==> config.mk <==
export PLATFORM = sky130hd
export DESIGN_NAME = ebe_addsub
export DESIGN_NICKNAME = d
export VERILOG_FILES = /design/src/ebe_pkg.sv /design/src/ebe_addsub.sv
export SDC_FILE = /design/constraint.sdc
export NUM_CORES = 1
export LEC_CHECK = 0
export CAP_MARGIN = 5
export CORE_UTILIZATION = 50
export DETAILED_ROUTE_END_ITERATION = 7
export DONT_BUFFER_PORTS = 1
export GPL_TIMING_DRIVEN = 0
export PLACE_DENSITY = 0.74
export SLEW_MARGIN = 20
export SYNTH_ARGS = -nofsm -noshare
export SYNTH_HDL_FRONTEND = slang
export SYNTH_SLANG_ARGS = --single-unit
==> constraint.sdc <==
create_clock -name vclk -period 19.51
set_clock_uncertainty 0.05 [all_clocks]
set_input_delay 4.8775 -clock vclk [all_inputs]
set_output_delay 4.8775 -clock vclk [all_outputs]
set_load 0.02 [all_outputs]
==> src/ebe_pkg.sv <==
// ----------------------------------------------------------------------------
// ebe_pkg: shared types and constants for the encoder-bin to energy unit
// Item structs, register indexes, sequencer states and the arctangent table.
// ----------------------------------------------------------------------------
package ebe_pkg;

  // Widths and fixed constants
  localparam int ANGLE_W  = 48;
  localparam int DELTA_W  = 32;
  localparam int DSP_W    = 32;
  localparam int ENERGY_W = 32;
  localparam int CFG_W    = 48;
  localparam int CFG_IDX_W = 2;
  localparam int ACC_W    = 104;   // widest shift-add product
  localparam int RAD_W    = 47;    // folded angle magnitude bits
  localparam int CNT_W    = 6;     // step counter, up to 47
  localparam int ATAN_N   = 48;
  localparam int CORDIC_STEPS_DEF = 32;

  localparam logic [63:0] PI_Q60      = 64'h3243F6A8885A308D;
  localparam logic [63:0] DEG2RAD_Q60 = PI_Q60 / 64'd180;
  localparam logic [63:0] X0_Q60      = 64'h26DD3B6A << 30;
  localparam logic [63:0] HC_Q32      = 64'd53250807749;
  // Numerator hc * 2^49 taken down by 2^32: the starting remainder.
  localparam logic [63:0] HC_NUM_HI   = HC_Q32 << 17;

  localparam logic signed [47:0] A_MAX = 48'sh7FFFFFFFFFFF;
  localparam logic signed [47:0] A_MIN = 48'sh800000000000;
  localparam logic signed [48:0] DEG90  = 49'sd90 <<< 40;
  localparam logic signed [48:0] DEG180 = 49'sd180 <<< 40;

  localparam logic [31:0] D_SPACING_RST = 32'd841706216;

  // Configuration register indexes
  typedef enum logic [CFG_IDX_W-1:0] {
    REG_SCALE   = 2'd0,
    REG_THETA0  = 2'd1,
    REG_DSPACE  = 2'd2
  } cfg_reg_t;

  // Sequencer states
  typedef enum logic [3:0] {
    ST_IDLE,
    ST_MUL_SCALE,
    ST_ANGLE,
    ST_FOLD,
    ST_MUL_RAD,
    ST_ROT_INIT,
    ST_CORDIC,
    ST_DEN,
    ST_CHECK,
    ST_DIVIDE,
    ST_DONE
  } state_t;

  typedef struct packed {
    logic signed [DELTA_W-1:0] encoder_delta;
    logic                      first_bin;
  } in_item_t;

  typedef struct packed {
    logic [ENERGY_W-1:0]       energy_kev;
    logic signed [ANGLE_W-1:0] mid_angle_deg;
    logic                      out_of_range;
  } out_item_t;

  typedef logic [63:0] atan_tab_t [ATAN_N];

  // Shift-subtract quotient, used only on constants while building the table
  function automatic logic [63:0] udiv64(input logic [63:0] n, input logic [63:0] d);
    logic [64:0] r;
    logic [63:0] q;
    r = '0;
    q = '0;
    for (int b = 63; b >= 0; b--) begin
      r = {r[63:0], n[b]};
      if (r >= {1'b0, d}) begin
        r    = r - {1'b0, d};
        q[b] = 1'b1;
      end
    end
    return q;
  endfunction

  // atan(2^-i) in Q60: pi/4 for step 0, truncated Taylor sum in Q62 otherwise
  function automatic atan_tab_t atan_table();
    atan_tab_t   t;
    logic [63:0] p;
    logic [63:0] sum;
    logic [63:0] k;
    logic [63:0] term;
    int          sh;
    logic        neg;
    t[0] = PI_Q60 >> 2;
    for (int i = 1; i < ATAN_N; i++) begin
      p   = 64'd1 << (62 - i);
      sum = '0;
      k   = 64'd1;
      neg = 1'b0;
      sh  = 2 * i;
      for (int n = 0; n < 64; n++) begin
        if (p != '0) begin
          term = udiv64(p, k);
          sum  = neg ? sum - term : sum + term;
          neg  = !neg;
          k    = k + 64'd2;
          p    = (sh < 64) ? (p >> sh) : '0;
        end
      end
      t[i] = sum >> 2;
    end
    return t;
  endfunction

  localparam atan_tab_t ATAN_TAB = atan_table();

endpackage

==> src/ebe_addsub.sv <==
// ----------------------------------------------------------------------------
// ebe_addsub: shared wide adder / subtractor
// Serves the shift-add multiplications and the restoring division steps.
// ----------------------------------------------------------------------------
module ebe_addsub #(
  parameter int W = ebe_pkg::ACC_W
) (
  input  logic [W-1:0] a,
  input  logic [W-1:0] b,
  input  logic         sub,
  output logic [W-1:0] sum,
  output logic         carry
);

  logic [W-1:0] b_eff;

  // carry out on subtract means a >= b
  assign b_eff = sub ? ~b : b;
  assign {carry, sum} = {1'b0, a} + {1'b0, b_eff} + {{W{1'b0}}, sub};

endmodule

==> summary.txt <==
Run status
  • Status: finished, final reports clean

Timing
  • Final hold violations: 0
  • Slew @ Worst Pin: 1.07 ns
  • Period Utilization, post-route: 0.767
  • Final Critical Period: 14.97 ns
  • Final Max Tran Viols: 0
  • RSZ-0062 raised after global routing: false
  • Maximum clock frequency: 66.8 MHz
  • Finish-stage setup viols: 0
  • Setup TNS: 0 ns
  • Max_slew headroom: 0.289

Die
  • Boundary Pins: 314
  • Die width: 126 um
  • Die ar.: 15900 sq um
  • Row cnt: 45
  • Die height: 126 um
  • Initial Utilization: 0.510
  • Core Region: 15100 sq um

Yosys
  • Syn Nets: 1469
  • Post-synthesis cell area: 7720 sq um
  • Register area share after synthesis: 0
  • Cells after Synth: 1146
  • Netlist cell types: 68
  • Syn. warnings: 0
  • Average instance area after synthesis: 6.74 sq um

Power
  • Peak VDD IR: 28.8 uV
  • Lkg Pwr: 3.37 nW
  • Cell Pwr Density: 63.5 nW/um^2
  • Final total power: 0.000505 W

Global routing
  • Initial antenna violation count: 0
  • Met2 Use GR: 0.549
  • Met1 Resource Use GR: 0.395
  • Top Usage Layer GRT: met2
  • Global-route wire length before repair: 41900 um
  • Total grt overflow: 0
  • Largest net degree at the start of global routing: 11
  • Total track usage: 0.325
  • Grt met3 use: 0.0714
  • Vias in the first global route: 8080

Final layout
  • Layout cell share with drive strength beyond 1: 0.0271
  • Nets@finish: 1471
  • Commonest non-fill, non-tap cell in the layout: a21oi_1
  • Area growth, synth to finish: 3.13%
  • Leading cell types in the layout, fill and taps excluded: a21oi_1 (158), xor2_1 (144), ha_1 (113), nand2_1 (97), o21ai_0 (91)
  • Post-route insts no fill: 1334
  • Register area: 0 sq um
  • Inserted Diodes: 0
  • Sequential cell count: 0
  • # fillers: 1548
  • Fin util: 0.526
  • CLK BUF: 0

Critical path
  • Crit path required time: 14.58 ns
  • Crit path kind: in -> out
  • Crit Path Max Fanout: 10
  • Critical path endpoint category: output pin
  • CP arrival: 10.05 ns
  • Worst setup SP type: primary input

Placement
  • GPL Wtd Cong: 0.980
  • Detailed placement HPWL: 23500 um
  • Cell Count Post-Placement: 1334
  • Port bufs: 0

Drt
  • DR vias: 8640
  • Antenna Violating Nets Remaining: 0
  • Wire per inst: 20.5 um
  • Drt drc: 0
  • DRT Pass-1 Iters: 5
  • Via/cell ratio: 6.48
  • Iter 0 DRT Violations: 684
  • Final wirelength: 27300 um

Job
  • Max cap viols: 0

CTS
  • Hold buffers post-CTS: 0
  • Setup Buffers After CTS: 0
  • Resize count post-CTS: 0

Min path
  • Hold Path Class: in -> out
==> routing by layer <==
layer  share of wire  wire length (um)
met4           0.046              1250
met1            0.41             11200
met3           0.087              2390
met5               0                 0
met2            0.46             12500
==> cells in the mapped netlist, drive strengths merged, types with 4 or more instances <==
master | instances | area, sq um
a211oi | 9 | 72.6
a21boi | 6 | 45.1
a21o | 42 | 315
a21oi | 161 | 817
a221oi | 4 | 35.0
a31oi | 9 | 56.3
and2 | 5 | 31.3
buf | 18 | 78.8
clkbuf | 37 | 139
ha | 113 | 1410
inv | 39 | 146
nand2 | 97 | 364
nand2b | 10 | 62.6
nand3 | 18 | 90.1
nand4 | 48 | 300
nor2 | 79 | 297
nor2b | 11 | 68.8
nor3 | 19 | 95.1
o2111ai | 5 | 50.0
o211ai | 6 | 50.1
o21a | 13 | 97.6
o21ai | 98 | 494
o21bai | 26 | 203
o221ai | 6 | 58.8
o31ai | 9 | 82.6
or3 | 12 | 75.1
or4 | 4 | 30.0
xnor2 | 59 | 517
xor2 | 144 | 1260
==> final timing paths <==
kind,end,slack [ns],from,cells after the start
setup / recovery,sum[99],4.54,sub,16
hold / removal,sum[0],9.84,b[0],1
==> cell type report <==
cell class	instances	area (sq um)	share of cell area
multi-input cells	1052	7360	0.925
plain buffers	55	218	0.0273
well taps	188	235	0.0295
inverters	39	146	0.0184
==> report_power, final <==
group	leakage (nW)	internal [W]	switching (W)
Combinational	3.37	0.000149	0.000356
Sequential	0	0	0
Clock	0	0	0
Total	3.37	0.000149	0.000356
==> cells by family after synthesis <==
| logic type | count (synthesis) | share of synthesized area |
|---|---|---|
| AOI/OAI and AO/OA | 414 | 0.335 |
| adders and majority gates | 114 | 0.186 |
| muxes | 1 | 0.00178 |
| buffers and inverters | 94 | 0.0472 |
| xor gates and xnor gates | 203 | 0.230 |
| and+or+nand+nor | 320 | 0.200 |
==> metrics by stage <==
| stage | worst slack (ns) | hold slack [ns] | instance area (sq um) |
|---|---|---|---|
| 5_1_grt | 4.28 | 9.84 | 7960 |
| 2_1_floorplan | 5.93 | 9.83 | 7720 |
| 3_5_place_dp | 4.67 | 9.84 | 7960 |
| 4_1_cts | 4.65 | 9.84 | 7960 |
| 6_report | 4.54 | 9.84 | 7960 |
| 3_3_place_gp | 4.61 | 9.84 | 7960 |
==> critical path, cell delays in order <==
cell and delay [ns]:
clkbuf_1 0.19, buf_2 0.43, buf_1 0.81, xor2_1 0.23
ha_1 0.43, nand2_1 0.15, nor3_1 0.27, o21ai_0 0.18
a21oi_1 0.24, nand4bb_1 0.21, a211oi_1 0.30, o21bai_1 0.25
o41ai_4 0.51, a31oi_1 0.28, o21ai_1 0.22, xor2_1 0.46
Power figures use the tool's default switching activity.
